## src/hdl/wsm_pkg.sv

```systemverilog
`default_nettype none

package wsm_pkg;

  // parameter defaults
  localparam int NUM_PATTERNS_DEF    = 4;
  localparam int WINDOW_MAX_DEF      = 16;
  localparam int MAX_PATTERN_LEN_DEF = 7;
  localparam int SYMBOL_BITS_DEF     = 8;

  // fixed field widths
  localparam int PAT_W       = 59;
  localparam int LABEL_W     = 32;
  localparam int WIN_W       = 5;
  localparam int AGE_W       = 5;
  localparam int TIME_W      = 32;
  localparam int SYM_FIELD_W = 8;
  localparam int CFG_W       = 59;
  localparam int CFG_IDX_W   = 3;
  localparam int PIDX_W      = 2;
  localparam int LBL_NIB_W   = 4;
  localparam int LEN_LSB     = 56;
  localparam int LEN_FIELD_W = 3;
  localparam int SYM_SEL_W   = 3;
  localparam int WIN_CAP     = 16;

  // configuration register indexes
  localparam logic [CFG_IDX_W-1:0] REG_PATTERN_0 = 3'd0;
  localparam logic [CFG_IDX_W-1:0] REG_PATTERN_1 = 3'd1;
  localparam logic [CFG_IDX_W-1:0] REG_PATTERN_2 = 3'd2;
  localparam logic [CFG_IDX_W-1:0] REG_PATTERN_3 = 3'd3;
  localparam logic [CFG_IDX_W-1:0] REG_LABELS    = 3'd4;
  localparam logic [CFG_IDX_W-1:0] REG_WINDOW    = 3'd5;

  localparam logic [WIN_W-1:0] WINDOW_RESET = 5'd4;

  // per-cycle commands from the sequencer to a row of cells
  typedef struct packed {
    logic expire;
    logic pack;
    logic adv;
    logic shift;
  } cell_ctl_t;

  // row status back to the sequencer
  typedef struct packed {
    logic              packed_ok;
    logic              lane_any;
    logic              lane_rest;
    logic              lane0_v;
    logic [TIME_W-1:0] lane0_start;
  } row_stat_t;

  // symbol idx of a pattern word
  function automatic logic [SYM_FIELD_W-1:0] pat_sym(input logic [PAT_W-1:0] word,
                                                     input logic [SYM_SEL_W-1:0] idx);
    logic [PAT_W-1:0] sh;
    sh = word >> ({3'b000, idx} * 6'd8);
    return sh[SYM_FIELD_W-1:0];
  endfunction

endpackage

`default_nettype wire

```

## src/hdl/wsm_cell.sv

```systemverilog
`default_nettype none

module wsm_cell import wsm_pkg::*; #(
  parameter int PROG_W      = 3,
  parameter int SYMBOL_BITS = SYMBOL_BITS_DEF
) (
  input  logic                   clk,
  input  logic                   rst,
  input  cell_ctl_t              ctl,
  input  logic [PAT_W-1:0]       word,
  input  logic [PROG_W-1:0]      len,
  input  logic [AGE_W-1:0]       win,
  input  logic [SYMBOL_BITS-1:0] sym,
  input  logic [TIME_W-1:0]      now,
  input  logic                   start_en,
  input  logic                   dn_v,
  input  logic                   up_v,
  input  logic [TIME_W-1:0]      up_start,
  input  logic [AGE_W-1:0]       up_age,
  input  logic [PROG_W-1:0]      up_prog,
  input  logic                   up_lane_v,
  input  logic [TIME_W-1:0]      up_lane_start,
  output logic                   v,
  output logic [TIME_W-1:0]      start,
  output logic [AGE_W-1:0]       age,
  output logic [PROG_W-1:0]      prog,
  output logic                   lane_v,
  output logic [TIME_W-1:0]      lane_start
);

  logic [AGE_W-1:0]       age_inc;
  logic                   drop;
  logic                   move_in;
  logic                   move_out;
  logic [SYM_FIELD_W-1:0] psym;
  logic                   hit;
  logic [PROG_W-1:0]      prog_inc;
  logic                   done_adv;
  logic                   new_done;

  assign age_inc  = age + AGE_W'(1);
  assign drop     = (age_inc >= win) || (prog >= len);
  assign move_in  = !v && up_v;
  assign move_out = v && !dn_v;
  assign psym     = pat_sym(word, SYM_SEL_W'(prog));
  assign hit      = (psym[SYMBOL_BITS-1:0] == sym);
  assign prog_inc = prog + PROG_W'(hit);
  assign done_adv = (prog_inc >= len);
  // a fresh entry has already matched the first symbol
  assign new_done = (len == PROG_W'(1));

  always_ff @(posedge clk) begin
    if (rst) begin
      v      <= 1'b0;
      lane_v <= 1'b0;
    end else begin
      if (ctl.expire) begin
        if (v && drop) begin
          v <= 1'b0;
        end else begin
          age <= age_inc;
        end
      end else if (ctl.pack) begin
        // let holes rise one cell per cycle
        if (move_in) begin
          v     <= 1'b1;
          start <= up_start;
          age   <= up_age;
          prog  <= up_prog;
        end else if (move_out) begin
          v <= 1'b0;
        end
      end else if (ctl.adv) begin
        if (v) begin
          if (done_adv) begin
            v          <= 1'b0;
            lane_v     <= 1'b1;
            lane_start <= start;
          end else begin
            prog <= prog_inc;
          end
        end else if (start_en && dn_v) begin
          if (new_done) begin
            lane_v     <= 1'b1;
            lane_start <= now;
          end else begin
            v     <= 1'b1;
            start <= now;
            age   <= '0;
            prog  <= PROG_W'(1);
          end
        end
      end else if (ctl.shift) begin
        // drain completed items toward cell 0
        lane_v     <= up_lane_v;
        lane_start <= up_lane_start;
      end
    end
  end

endmodule

`default_nettype wire

```

## src/hdl/wsm_row.sv

```systemverilog
`default_nettype none

module wsm_row import wsm_pkg::*; #(
  parameter int WINDOW_MAX      = WINDOW_MAX_DEF,
  parameter int MAX_PATTERN_LEN = MAX_PATTERN_LEN_DEF,
  parameter int SYMBOL_BITS     = SYMBOL_BITS_DEF
) (
  input  logic                   clk,
  input  logic                   rst,
  input  cell_ctl_t              ctl,
  input  logic [PAT_W-1:0]       word,
  input  logic [AGE_W-1:0]       win,
  input  logic [SYMBOL_BITS-1:0] sym,
  input  logic [TIME_W-1:0]      now,
  output row_stat_t              stat
);

  localparam int PROG_W = $clog2(MAX_PATTERN_LEN + 1);

  logic [LEN_FIELD_W-1:0] len_raw;
  logic [PROG_W-1:0]      len;
  logic [SYM_FIELD_W-1:0] sym0;
  logic                   start_en;

  logic [WINDOW_MAX:0]    v;
  logic [WINDOW_MAX-1:0]  dn_v;
  logic [WINDOW_MAX:0]    lane_v;
  logic [TIME_W-1:0]      start_a      [WINDOW_MAX+1];
  logic [AGE_W-1:0]       age_a        [WINDOW_MAX+1];
  logic [PROG_W-1:0]      prog_a       [WINDOW_MAX+1];
  logic [TIME_W-1:0]      lane_start_a [WINDOW_MAX+1];

  assign len_raw  = word[LEN_LSB +: LEN_FIELD_W];
  assign len      = (len_raw > LEN_FIELD_W'(MAX_PATTERN_LEN)) ? PROG_W'(MAX_PATTERN_LEN)
                                                              : PROG_W'(len_raw);
  assign sym0     = pat_sym(word, '0);
  assign start_en = (len != '0) && (sym0[SYMBOL_BITS-1:0] == sym);

  // the slot above the top cell is always empty
  assign v[WINDOW_MAX]            = 1'b0;
  assign lane_v[WINDOW_MAX]       = 1'b0;
  assign start_a[WINDOW_MAX]      = '0;
  assign age_a[WINDOW_MAX]        = '0;
  assign prog_a[WINDOW_MAX]       = '0;
  assign lane_start_a[WINDOW_MAX] = '0;
  assign dn_v = {v[WINDOW_MAX-2:0], 1'b1};

  for (genvar i = 0; i < WINDOW_MAX; i++) begin : g_cell
    wsm_cell #(
      .PROG_W      (PROG_W),
      .SYMBOL_BITS (SYMBOL_BITS)
    ) u_cell (
      .clk           (clk),
      .rst           (rst),
      .ctl           (ctl),
      .word          (word),
      .len           (len),
      .win           (win),
      .sym           (sym),
      .now           (now),
      .start_en      (start_en),
      .dn_v          (dn_v[i]),
      .up_v          (v[i+1]),
      .up_start      (start_a[i+1]),
      .up_age        (age_a[i+1]),
      .up_prog       (prog_a[i+1]),
      .up_lane_v     (lane_v[i+1]),
      .up_lane_start (lane_start_a[i+1]),
      .v             (v[i]),
      .start         (start_a[i]),
      .age           (age_a[i]),
      .prog          (prog_a[i]),
      .lane_v        (lane_v[i]),
      .lane_start    (lane_start_a[i])
    );
  end

  assign stat.packed_ok   = ((~v[WINDOW_MAX-1:0] & v[WINDOW_MAX:1]) == '0);
  assign stat.lane_any    = |lane_v[WINDOW_MAX-1:0];
  assign stat.lane_rest   = |lane_v[WINDOW_MAX-1:1];
  assign stat.lane0_v     = lane_v[0];
  assign stat.lane0_start = lane_start_a[0];

endmodule

`default_nettype wire

```

## config.mk

```make
export PLATFORM = sky130hd
export DESIGN_NAME = wsm_row
export DESIGN_NICKNAME = d
export VERILOG_FILES = /design/src/hdl/wsm_pkg.sv /design/src/hdl/wsm_cell.sv /design/src/hdl/wsm_row.sv
export SDC_FILE = /design/constraint.sdc
export NUM_CORES = 2
export LEC_CHECK = 0
export BUFFER_PORTS_ARGS = -buffer_cell sky130_fd_sc_hd__buf_2
export CAP_MARGIN = 40
export CORE_UTILIZATION = 40
export CTS_CLUSTER_SIZE = 30
export DETAILED_ROUTE_END_ITERATION = 8
export GPL_TIMING_DRIVEN = 0
export SLEW_MARGIN = 20
export SYNTH_ARGS = -nofsm -noshare
export SYNTH_HDL_FRONTEND = slang
export SYNTH_SLANG_ARGS = --single-unit
```

## constraint.sdc

```tcl
create_clock -name clk -period 8.7 [get_ports clk]
set_clock_uncertainty 0.2 [all_clocks]
set_input_delay 0.87 -clock clk [delete_from_list [all_inputs] [get_ports clk]]
set_output_delay 0.87 -clock clk [all_outputs]
set_load 0.01 [all_outputs]
```

==> flow_metrics.tcl <==
set metrics [dict create \
    outcome "finished, final reports clean" \
    insertion_delay_ns 0.78 \
    areaGrowthSynthToFinish_pct 14.1 \
    cts_hold_buf 0 \
    hpwl_um 203000 \
    antenna_left 0 \
    overflow 0 \
    met3_length_um 21600 \
    grt_pass1_vias 53397 \
    drc 0 \
    yosysUniqueCellTypes 74 \
    drive_gt1_frac 0.125 \
    finalCritPeriodShare 0.742 \
    crit_arrival_ns 6.74 \
    clk_pin_slew_ns 0.06 \
    ys_seq_elements 1184 \
    routabilityCongestion 0.990 \
    yosys-top-cells-count "edfxtp_1 (1152), nand2_1 (1140), mux2i_1 (680), nor2_1 (629), a21oi_1 (560)" \
    crit_type "reg -> reg" \
    cap_violations 0 \
    via_count 54238 \
    post-cts-setup-buffers 0 \
    required_ns 8.99 \
    syn_area_um2 67700 \
    post-route-min-period_ns 6.46 \
    synth_top_cell_by_area "edfxtp_1" \
    yosys-top-cells-area "edfxtp_1 (51%), mux2i_1 (10%), nand2_1 (6.3%), mux4_2 (4.4%), a21oi_1 (4.1%)" \
    dr_wl_met2_um 122000 \
    tritoncts "yes" \
    synth-main-ff-cell "edfxtp_1" \
    grt_pass1_wl_um 377000 \
    path_max_fanout 17 \
    tightest_slew_ns 0.989 \
    powerDensity_nw_per_um2 172 \
    antenna_found_initial 12 \
    synth.avg_cell_area_um2 10.9 \
    viasPerCell 6.05 \
    final_max_slew_viol_count 0 \
    dieArea_um2 171000 \
    synth-edff-count 1152 \
    dr.max_layer_used "met5" \
    io_pins 146 \
    wl_per_cell_um 29.3 \
    slew_headroom 0.334 \
    cts_resized 0 \
    rsz0062_at_grt "false" \
    ctsHtreeMaxLevel 3 \
    cts-root-buf "clkbuf_16" \
    clockBufferDepth 3 \
    yosysTopAreaCellShare 0.511 \
    wl_um 263000 \
    setup_viol 0 \
    ys_seq_area_frac 0.520 \
    timing.fmax_mhz 155 \
    dieWidth_um 414 \
    start_util 0.404 \
    async_flop_share 0 \
    min_path_type "in -> reg" \
    die_h_um 414 \
    grt_usage 0.303 \
    netlist_instances 6232 \
    post-place-ws_ns 1.88 \
    drt-initial-drc-count 6576 \
    yosysMostFrequentCell "edfxtp_1" \
    grt_max_degree 33 \
    startpoint_type "register" \
    dp.cells 8713 \
    port_buffers 131 \
    cts_sinks 1184 \
    p_leak_uw 0.0281 \
    peakVddDrop_mv 0.193 \
    coreArea_um2 168000 \
    syn_nets 6566 \
    fin_nets 6999 \
    end_kind "register" \
    post_layout_nonfiller_instances 8970 \
    first_pass_iters 6 \
    rows 150 \
    cts_buffers 120 \
    finalHoldViolCount 0 \
    ys_warn_count 0 \
    wl_met1_um 106000 \
    layout_setup_ws_ns 2.24 \
]
## worst max-delay path: stages, from the launching register on
cell,delay [ns]
edfxtp_1,0.57
clkbuf_1,0.41
clkbuf_1,0.62
mux4_2,0.41
mux2i_1,0.18
xor2_1,0.19
nand4_1,0.14
nor4_1,0.49
ha_1,0.26
ha_1,0.16
xor2_1,0.09
ha_1,0.36
nand2_1,0.05
o21ai_0,0.67
a21oi_1,0.16
o31ai_1,0.27
and2_2,0.70
buf_16,0.24
## placed cells by master, fill, tap and decap left out, types with 60 or more instances in the layout
cell,instances
nand2_1,1140
buf_2,227
nor2_1,621
xor2_1,73
clkbuf_1,436
a22o_1,66
a21oi_1,560
xnor2_1,119
mux4_2,131
clkbuf_16,122
mux2_2,60
buf_6,87
o21ai_0,124
a221oi_1,72
inv_1,76
edfxtp_1,1152
mux2i_1,680
nand3_1,71
ha_1,224
## through the flow
stage / cell area [um^2] / hold WS, ns / total power [uW] / utilization / setup TNS, ns
finish: 77300 / 0.0812 / 13300 / 0.461 / 0
floorplan: 67700 / 0.237 / 7410 / - / 0
global placement: 71200 / 0.261 / 7990 / 0.425 / -150.75
CTS: 76900 / 0.0340 / 13200 / 0.459 / 0
global route: 77300 / 0.0561 / 13600 / 0.461 / 0
detailed placement: 73000 / 0.262 / 8050 / 0.436 / 0
## registers in the layout, summed over array words and instances, names as in the netlist
name and flops:
g_cell.u_cell.start 512, g_cell.u_cell.age 80, g_cell.u_cell.lane_v 16, g_cell.u_cell.lane_start 512, g_cell.u_cell.prog 48, g_cell.u_cell.v 16
## area by class of cell
class	instances	area, um^2
multi-input combinational	4390	30100
fill	15869	90300
sequential	1184	35200
antenna	3	7.51
timing repair buffer	311	2690
inverter	96	360
tap	2204	2760
buffer	562	2270
clock buffer	148	3170
clock inverter	72	729
## where the power goes
part           internal [uW]  leakage, uW  switching [uW]
clock network           2910      0.00190            2380
logic                    527       0.0156            1060
registers               6350       0.0106            42.8
## routing by layer
metal | vias to the layer above | track usage
met5 | - | 0
met4 | 10 | 0.135
met3 | 614 | 0.0445
met2 | 2874 | 0.491
met1 | 27317 | 0.401
li1 | 23423 | -
## logic make-up (layout without fill, tap and decap cells)
| logic type | after synthesis | count (layout) | share of synthesized area |
|---|---|---|---|
| AND/OR/NAND/NOR | 2019 | 2019 | 0.121 |
| buffers and inverters | 658 | 1189 | 0.0386 |
| adder cells (fa/ha/maj) | 224 | 224 | 0.0414 |
| XOR/XNOR | 200 | 200 | 0.0272 |
| AO/OA/AOI/OAI | 1076 | 1076 | 0.0980 |
| other | 0 | 3 | 0 |
| flip-flops | 1184 | 1184 | 0.520 |
| multiplexers | 871 | 871 | 0.154 |
## worst paths after layout
check | startpoint | to | cells after the start | slack [ns]
worst min-delay path | now[12] | g_cell[15].u_cell.start[12]$_DFFE_PP_ | 1 | 0.08
worst max-delay path | g_cell[7].u_cell.prog[2]$_DFFE_PP_ | g_cell[7].u_cell.lane_start[15]$_DFFE_PP_ | 17 | 2.24
worst min register to register | g_cell[14].u_cell.lane_v$_SDFFE_PP0P_ | g_cell[14].u_cell.lane_v$_SDFFE_PP0P_ | 2 | 0.28
worst max register to register | g_cell[7].u_cell.prog[2]$_DFFE_PP_ | g_cell[7].u_cell.lane_start[15]$_DFFE_PP_ | 17 | 2.24
No activity file was read; power rests on OpenSTA's default activity.
